--- config.mk ---
export PLATFORM = sky130hd
export DESIGN_NAME = isort_cell
export DESIGN_NICKNAME = d
export VERILOG_FILES = /design/src/isort_pkg.sv /design/src/isort_cell.sv
export SDC_FILE = /design/constraint.sdc
export NUM_CORES = 1
export LEC_CHECK = 0
export BUFFER_PORTS_ARGS = -buffer_cell sky130_fd_sc_hd__buf_4
export CORE_ASPECT_RATIO = 1.75
export CORE_MARGIN = 3
export CORE_UTILIZATION = 46
export CTS_CLUSTER_SIZE = 8
export DETAILED_ROUTE_END_ITERATION = 12
export PLACE_DENSITY = 0.76
export SLEW_MARGIN = 5
export SYNTH_ARGS = -nofsm -noshare
export SYNTH_HDL_FRONTEND = slang
export SYNTH_SLANG_ARGS = --single-unit
--- constraint.sdc ---
create_clock -name i_clk -period 3.5 [get_ports i_clk]
set_input_delay 0.7 -clock i_clk [delete_from_list [all_inputs] [get_ports i_clk]]
set_output_delay 0.7 -clock i_clk [all_outputs]
set_load 0.1 [all_outputs]
--- src/isort_pkg.sv ---
// Shared types for the insertion sorter: the link that each cell in the
// chain hands to its neighbors, and the per-cycle chain control.
// No dependencies.
package isort_pkg;

    localparam int unsigned DATA_W = 32;

    typedef logic signed [DATA_W-1:0] t_data;

    // What one cell shows to its neighbors.
    typedef struct packed {
        logic  valid;   // cell holds an element
        logic  ge;      // cell is at or past the insertion point
        t_data value;
    } t_link;

    // Control broadcast to every cell.
    typedef struct packed {
        logic ins;      // insert i_value this cycle
        logic shift;    // move every element one cell toward the output
    } t_ctrl;

endpackage

--- src/isort_cell.sv ---
// One cell of the insertion chain: holds a single element and its valid bit.
// Depends on isort_pkg.
module isort_cell
    import isort_pkg::*;
(
    input  logic  i_clk,
    input  logic  i_rst_n,
    input  t_ctrl i_ctrl,
    input  t_data i_value,
    input  t_link i_left,
    input  t_link i_right,
    output t_link o_link
);

    logic  r_valid;
    t_data r_value;
    logic  n_valid;
    t_data n_value;
    logic  w_ge;

    // Strictly greater keeps equal elements ahead of the new one (stable).
    assign w_ge = !r_valid || (r_value > i_value);

    always_comb begin
        n_valid = r_valid;
        n_value = r_value;
        if (i_ctrl.ins && w_ge) begin
            if (!i_left.ge) begin
                n_valid = 1'b1;
                n_value = i_value;
            end else begin
                n_valid = i_left.valid;
                n_value = i_left.value;
            end
        end else if (i_ctrl.shift) begin
            n_valid = i_right.valid;
            n_value = i_right.value;
        end
    end

    always_ff @(posedge i_clk) begin
        if (!i_rst_n) begin
            r_valid <= 1'b0;
        end else begin
            r_valid <= n_valid;
        end
    end

    always_ff @(posedge i_clk) begin
        r_value <= n_value;
    end

    assign o_link = '{valid: r_valid, ge: w_ge, value: r_value};

endmodule

==> flow_summary.toml, run 1 <==
[status]
outcome = "finished, final reports clean"

[route]
ant_nets = 0
drt_iter0_markers = 326
wirelength_mm = 11.0
firstDrtPassIters = 4
wl_per_cell_um = 18.4
via_per_inst = 6.29
via_count = 3750
drc = 0

[clock_network]
insertion_delay_ns = 0.28
clkTransAtPathRegs_ns = 0.05
cts_sinks = 33
cts_buffer_depth = 2
cts_hold_buf = 0
htreeDepth = 2
cts_buffers = 5
root_buffer = "clkbuf_16"
cts_tree = "done"

[power]
pwr_density_cell_nw_per_um2 = 564
clockPowerShare_pct = 15.4
power.switching_uw = 1430
internal-power_uw = 1300
power_frac_comb_pct = 61.8
peakVddDrop_uv = 316
sequentialPowerShare_pct = 22.8
swShare_pct = 52.5
p_leak_uw = 0.00218
report.power.total_uw = 2730

[timing]
grt_setup_unrepaired = "no"
fmax_ghz = 0.297
finalCritPeriodShare_pct = 96.2
hold_ws_ns = 0.704
finalHoldViolCount = 0
slew_viol_final = 0
tightest_slew_ns = 0.599
fin_crit_ns = 3.37
skew_ns = 0.00394
slew_headroom_pct = 60.1
setup_slack_ns = 0.133
final-setup-viol-count = 0
timing.setup.tns_ns = 0

[placement]
io_buffers = 136
dp_hpwl_mm = 8.10
place_congestion = 0.826
preCtsSetupSlack_ns = -0.00617

[global_routing]
grt_max_degree = 66
grt_pass1_vias = 3714
overflow = 0
antenna_found_initial = 0
grt_pass1_wl_mm = 17.4
track_usage_pct = 23.6

[layout]
mostFrequentLayoutCells = "buf_4 (140), nand2_1 (40), a31oi_1 (34), inv_1 (34)"
syn_to_final_growth_pct = 30.2
nFillCells = 683
antennaDiodeCount = 0
final_common_cell = "buf_4"
drive_gt1_share_pct = 37.4
layout.nets = 643
post-route-util_pct = 62.7

[setup_path]
critPathKind = "primary input to output pin"
cp-start-kind = "primary input"
critPathCaptureType = "output pin"
required_ns = 2.80
worstPathMaxFanout = 4
crit_arrival_ns = 2.67

[synth]
yosys_warnings = 0
syn_inst = 393
async_flop_share_pct = 0
ys.flop_type = "edfxtp_1"
synth-seq-cells = 33
avgSynthCellArea_um2 = 9.46
synth_edf_count = 32
syn_nets = 529
synth_cell_types = 42
yosysSeqAreaShare_pct = 26.4
synthesis.area_um2 = 3720

[worst_hold_path]
min_path_type = "primary input to flop"

[flow_run]
drv_cap = 0

[floorplan]
initial_core_util_pct = 48.1
ios = 138
dieArea_um2 = 9240
die_w_um = 74.0
coreArea_um2 = 7720
num_rows = 42
fp.dieH_um = 125
## cells in the mapped netlist, drive strengths merged, types with 12 or more instances
cell type / number / area, um^2
a31oi: 34 / 213
or4: 32 / 240
inv: 35 / 131
nand2: 41 / 156
a21oi: 12 / 60.1
edfxtp: 32 / 961
clkbuf: 19 / 75.1
ha: 32 / 400
mux2i: 32 / 320
o2bb2ai: 32 / 280
o211ai: 33 / 398
buf: 17 / 179
## path summary, 6_finish.rpt
check / start / to / slack (ns) / cells after the start
hold / removal: i_rst_n / r_valid / 0.70 / 3
hold reg to reg: r_valid / r_valid / 0.72 / 2
setup reg to reg: r_value[11] / r_value[12] / 0.48 / 9
setup / recovery: i_value[31] / o_link[32] / 0.13 / 10
## per-layer routing
metal  up-vias  track usage [%]  share of wire (%)
met5         -                0                  0
met2       123             43.3                 55
met4         0             9.93                3.4
met1      1815             26.3                 36
li1       1781                -                  -
met3        31             2.57                4.8
## what timing repair did
item / CTS / global route
buffers inserted: 0 / 0
endpoints found under the setup margin: 0 / 1
gates resized for setup: 0 / 3
## kinds of logic after synthesis
| logic type | Yosys count | share of synthesized area, % |
|---|---|---|
| and+or+nand+nor | 97 | 14.5 |
| DFF | 33 | 26.4 |
| adders and majority gates | 32 | 10.8 |
| muxes | 32 | 8.61 |
| AOI/OAI and AO/OA | 128 | 29.4 |
| buffers and inverters | 71 | 10.4 |
## power groups by stage
stage / clock [uW] / sequential, uW / combinational (uW)
floorplan: 0 / 1230 / 727
global placement: 0 / 626 / 1640
detailed placement: 0 / 630 / 1680
CTS: 427 / 623 / 1680
global route: 443 / 635 / 1790
finish: 420 / 622 / 1690
## metrics by stage
step,cells,instance area [um^2]
after floorplan,393,3740
after global placement,588,4690
after global routing,596,4840
final,596,4840
after CTS,596,4830
after detailed placement,588,4690
## area by class of cell
cell class	instances	area, um^2	share of cell area (%)
Clock inverter	3	12.5	0.258
Sequential cell	33	982	20.3
Tap cell	88	110	2.27
Clock buffer	5	125	2.58
Timing Repair Buffer	143	1100	22.8
Multi-Input combinational cell	289	2380	49.1
Inverter	35	131	2.71
## registers in the layout, summed over array words and instances (netlist names)
name and count:
r_valid 1, r_value 32
## critical path, stage by stage
cell     delay, ns
buf_4         0.09
inv_1         0.04
ha_1          0.32
nand4_1       0.22
nor4_2        0.38
nor2_1        0.07
a31oi_1       0.25
nand2_2       0.11
o21ai_4       0.23
buf_6         0.26
No activity file was read; power rests on OpenSTA's default activity.
==> inputs of run 2 (changes only) <==
--- a/config.mk
+++ b/config.mk
@@ -8,10 +8,11 @@
 export BUFFER_PORTS_ARGS = -buffer_cell sky130_fd_sc_hd__buf_4
 export CORE_ASPECT_RATIO = 1.75
 export CORE_MARGIN = 3
-export CORE_UTILIZATION = 46
+export CORE_UTILIZATION = 52
+export CTS_BUF_LIST = sky130_fd_sc_hd__clkbuf_8
 export CTS_CLUSTER_SIZE = 8
 export DETAILED_ROUTE_END_ITERATION = 12
-export PLACE_DENSITY = 0.76
+export PLACE_DENSITY = 0.82
 export SLEW_MARGIN = 5
 export SYNTH_ARGS = -nofsm -noshare
 export SYNTH_HDL_FRONTEND = slang
==> constraint.sdc (replaced) <==
create_clock -name i_clk -period 3.24 [get_ports i_clk]
set_input_delay 0.648 -clock i_clk [delete_from_list [all_inputs] [get_ports i_clk]]
set_output_delay 0.648 -clock i_clk [all_outputs]
set_load 0.1 [all_outputs]
==> run 2 against run 1 <==
  * Total power increased by 4.0%
  * Largest power group unchanged
  * Non-clock buffer count increased by 8
  * Largest cell class unchanged
  * Sequential power increased by 7.6%
  * Critical endpoint unchanged
  * Clock power fell by 27%
  * Count of clock-buffer cells in the layout stayed put
  * First-iteration DRC count grew 2.5%
==> flow_summary.toml, run 2 (synthesized netlist as in run 1, its figures left out) <==
[setup_path]
crit_arrival_ns = 2.50
cp_top_family = "compound AO/OA/AOI/OAI gates"
worstPathMaxFanout = 2
required_ns = 2.59
cp-start-kind = "primary input"
worst_path_max_delay_cell = "a2111o_1"
cp_num_buf_inv = 3
r2r_start = "r_value[11]"
worstPathCellList = "buf_4, inv_2, ha_4, a21o_1, a2111o_1, a2111oi_4, nand3_2, nor2_4, o21ai_4, buf_12"
critPathKind = "primary input to output pin"
crit_start = "i_value[29]"
cpPeakStageDelay_ns = 0.45
critPathCaptureType = "output pin"

[global_routing]
grt_max_degree = 45
met2_usage_pct = 49.6
grt_pass1_vias = 3840
grt_use_met1_pct = 27.0
grt_pass1_wl_mm = 17.5
antenna_found_initial = 0
overflow = 0
track_usage_pct = 25.7
busiest_layer = "met2"
met3_usage_pct = 3.68

[floorplan]
num_rows = 40
coreArea_um2 = 6910
die_w_um = 69.9
fp.dieH_um = 118
dieArea_um2 = 8240
ios = 138
initial_core_util_pct = 53.8

[power]
report.power.total_uw = 2840
peakVddDrop_uv = 411
pwr_density_cell_nw_per_um2 = 581
p_leak_uw = 0.00221

[clock_network]
root_buffer = "clkbuf_8"
insertion_delay_ns = 0.29
clkTransAtPathRegs_ns = 0.07
htreeDepth = 2
cts_buffers = 5
cts_tree = "done"
cts_sinks = 33
cts_buffer_depth = 2

[timing]
skew_ns = 0.00664
hold_ws_ns = 0.637
fin_crit_ns = 3.15
finalHoldViolCount = 0
tightest_slew_ns = 0.986
slew_headroom_pct = 34.2
slew_viol_final = 0
final-setup-viol-count = 0
fmax_ghz = 0.318
finalCritPeriodShare_pct = 97.1

[flow_run]
drv_cap = 0

[layout]
final_common_cell = "buf_4"
layout.nets = 651
antennaDiodeCount = 0
largest_reg_flops = 32
syn_to_final_growth_pct = 31.6
top_register = "r_value"
mostFrequentLayoutCells = "buf_4 (147), nand2_1 (40), inv_1 (35)"
largestRegisters = "r_value (32), r_valid (1)"
drive_gt1_share_pct = 39.5

[status]
outcome = "finished, final reports clean"

[route]
wirelength_mm = 10.7
wl_per_cell_um = 17.8
ant_nets = 0
via_per_inst = 6.26
drt_iter0_markers = 334
via_count = 3757
firstDrtPassIters = 5
drc = 0

[placement]
io_buffers = 136
dp_hpwl_mm = 8.14
place_congestion = 0.833

[worst_hold_path]
hp-start = "i_rst_n"
min_path_type = "primary input to flop"
## run 2: cell count changes in the layout (fill, tap and decap cells not counted), sizes merged
cell,previous run,this run
buf,143,151
clkinv,4,2
inv,34,36
## run 2: routing by layer
| metal | wire, um | part of all wire (%) | vias up |
|---|---|---|---|
| met4 | 357 | 3.3 | 0 |
| met1 | 3760 | 35 | 1768 |
| met5 | 0 | 0 | - |
| met3 | 597 | 5.6 | 33 |
| li1 | - | - | 1792 |
| met2 | 5960 | 56 | 164 |
## run 2: metrics by stage
stage | TNS, ns | instance area (um^2) | utilization [%] | setup slack (ns) | cells
CTS | 0 | 4860 | 70.4 | 0.0135 | 600
detailed placement | -1.66 | 4760 | 68.9 | -0.120 | 592
global placement | -0.952 | 4760 | 68.9 | -0.112 | 592
finish | 0 | 4890 | 70.9 | 0.0927 | 600
floorplan | -4.17 | 3740 | - | -0.209 | 393
global route | -0.0143 | 4890 | 70.9 | -0.0143 | 600
## run 2: timing repair
action / 4_1_cts / 5_1_grt
setup buffers: 0 / 0
resized for setup: 3 / 8
pin swaps: 0 / 3
hold buffers: 0 / 0
endpoints found under the setup margin: 1 / 1
hold endpoints to repair: 0 / 0
## run 2: final cells by class
class / instances / area [um^2]
inverter: 35 / 131
timing repair buffer: 151 / 1180
clock buffer: 5 / 68.8
sequential: 33 / 982
fill: 570 / 2010
clock inverter: 3 / 13.8
tap: 84 / 105
multi-input combinational: 289 / 2410
## run 2: worst min-delay path, stage by stage
cell	delay, ns
buf_4	0.11
o21ai_0	0.08
a211oi_2	0.04
## run 2: report_power, final
part	total [uW]	internal, uW	switching, uW
sequential	669	600	69.1
combinational	1870	562	1310
clock	306	146	160
total	2840	1310	1530
## run 2: worst paths after layout
check | slack, ns | endpoint | depth (start not counted)
min reg2reg | 0.82 | r_value[0] | 2
min | 0.64 | r_valid | 3
max reg2reg | 0.43 | r_value[14] | 12
max | 0.09 | o_link[32] | 10
==> inputs of run 3 (changes only) <==
--- a/config.mk
+++ b/config.mk
@@ -6,7 +6,7 @@
 export NUM_CORES = 1
 export LEC_CHECK = 0
 export BUFFER_PORTS_ARGS = -buffer_cell sky130_fd_sc_hd__buf_4
-export CORE_ASPECT_RATIO = 1.75
+export CORE_ASPECT_RATIO = 0.9
 export CORE_MARGIN = 3
 export CORE_UTILIZATION = 52
 export CTS_BUF_LIST = sky130_fd_sc_hd__clkbuf_8
==> run 3 against run 2 <==
  * Clock skew fell by 0.0011 ns
  * Setup slack improved by 0.0057 ns
  * First-iteration DRC count fell by 35%
  * Sequential power rose by 2%
==> flow_summary.toml, run 3 (synthesized netlist as in run 1, its figures left out) <==
[setup_path]
critPathCaptureType = "output pin"
crit_arrival_ns = 2.49
worstPathMaxFanout = 3
required_ns = 2.59
cp-start-kind = "primary input"
cpPeakStageDelay_ns = 0.34
worstPathCellList = "buf_4, inv_1, ha_1, nand4_1, nor4_4, nor2_1, a31oi_1, nand2_2, o21ai_4, buf_12"
cp-endpoint = "o_link[32]"
r2r_start = "r_value[10]"
ff2ff_path_depth = 10
crit_start = "i_value[25]"
worst_path_max_delay_cell = "nor4_4"
timing.rr.end = "r_value[0]"
r2r_slack_ns = 0.35
critPathKind = "primary input to output pin"

[route]
ant_nets = 0
via_count = 3756
drt-met1-wl_mm = 4.55
dr.max_layer_used = "met4"
drc = 0
via_per_inst = 6.23
drt_iter0_markers = 216
wl_met2_mm = 5.33
wl_met3_um = 931
firstDrtPassIters = 6
wirelength_mm = 10.9
wl_per_cell_um = 18.1

[floorplan]
ios = 138
dieArea_um2 = 8200
fp.dieH_um = 86.2
coreArea_um2 = 6760
num_rows = 28
die_w_um = 95.1
initial_core_util_pct = 55.0

[layout]
top_register = "r_value"
final_common_cell = "buf_4"
largest_reg_flops = 32
drive_gt1_share_pct = 38.0
largestRegisters = "r_value (32), r_valid (1)"
layout.nets = 648
antennaDiodeCount = 0
mostFrequentLayoutCells = "buf_4 (145), nand2_1 (40), inv_1 (37)"
syn_to_final_growth_pct = 30.2

[timing]
timing.setup.tns_ns = 0
tightest_slew_ns = 0.707
fmax_ghz = 0.318
grt_setup_unrepaired = "yes"
finalCritPeriodShare_pct = 97.0
setup_slack_ns = 0.0984
slew_viol_final = 0
skew_ns = 0.00559
slew_headroom_pct = 52.8
fin_crit_ns = 3.14
final-setup-viol-count = 0
finalHoldViolCount = 0

[status]
outcome = "finished, final reports clean"

[worst_hold_path]
min_path_type = "primary input to flop"

[placement]
dp_hpwl_mm = 7.66
io_buffers = 136
preCtsSetupSlack_ns = 0.00391
place_congestion = 0.829

[global_routing]
antenna_found_initial = 0
grt_pass1_wl_mm = 17.0
grt_pass1_vias = 3617
grt_max_degree = 65
track_usage_pct = 25.8
overflow = 0

[clock_network]
root_buffer = "clkbuf_8"
cts_hold_buf = 0
htreeDepth = 2
clkTransAtPathRegs_ns = 0.07
cts_buffer_depth = 2
cts_buffers = 5
cts_sinks = 33
cts_tree = "done"
insertion_delay_ns = 0.28

[power]
p_leak_uw = 0.00220
peakVddDrop_uv = 382
report.power.total_uw = 2810
pwr_density_cell_nw_per_um2 = 580

[flow_run]
drv_cap = 0
==> run 3: worst max-delay path, delay by kind of cell <==
kind | cells | cell delay (ns)
buf+inv | 3 | 0.32
fa+ha+maj | 1 | 0.30
simple gates | 4 | 0.76
compound gates | 2 | 0.45
==> run 3: worst min-delay path by stage <==
stage	startpoint	endpoint	slack, ns	cells past startpoint
5_1_grt	i_rst_n	r_valid	0.64	3
3_3_place_gp	r_valid	r_valid	0.82	2
3_5_place_dp	r_valid	r_valid	0.83	2
6_report	i_rst_n	r_valid	0.66	3
4_1_cts	i_rst_n	r_valid	0.65	3
2_1_floorplan	r_valid	r_valid	0.68	3
==> run 3: repair_timing <==
item / in CTS / in global routing
gates resized for setup: 1 / 4
buffers inserted: 0 / 1
pin swaps: 0 / 6
endpoints found under the setup margin: 1 / 1
==> run 3: per-layer routing <==
layer | GRT usage [%] | vias to the layer above
met1 | 34.3 | 1804
met2 | 43.7 | 161
li1 | - | 1781
met3 | 5.12 | 10
met4 | 4.85 | 0
met5 | 0 | -
==> run 3: cell type report <==
type / count / area, um^2
multi-input cells: 289 / 2390
fillers: 534 / 1920
repair buffers: 148 / 1150
flip-flops and latches: 33 / 982
inverters: 35 / 131
well taps: 90 / 113
clock buffers: 5 / 68.8
clock inverters: 3 / 11.3
==> run 3: metrics by stage <==
stage | utilization, % | hold WS, ns | instance area, um^2 | cells
after floorplan | - | 0.677 | 3740 | 393
after global placement | 69.8 | 0.824 | 4720 | 594
after detailed placement | 69.8 | 0.830 | 4720 | 594
after CTS | 71.1 | 0.647 | 4800 | 602
after global routing | 71.6 | 0.643 | 4840 | 603
final | 71.6 | 0.655 | 4840 | 603
==> run 3: power by group <==
group	switching, uW	internal [uW]	total [uW]
combinational	1300	534	1830
clock	153	143	296
sequential	80.2	601	681
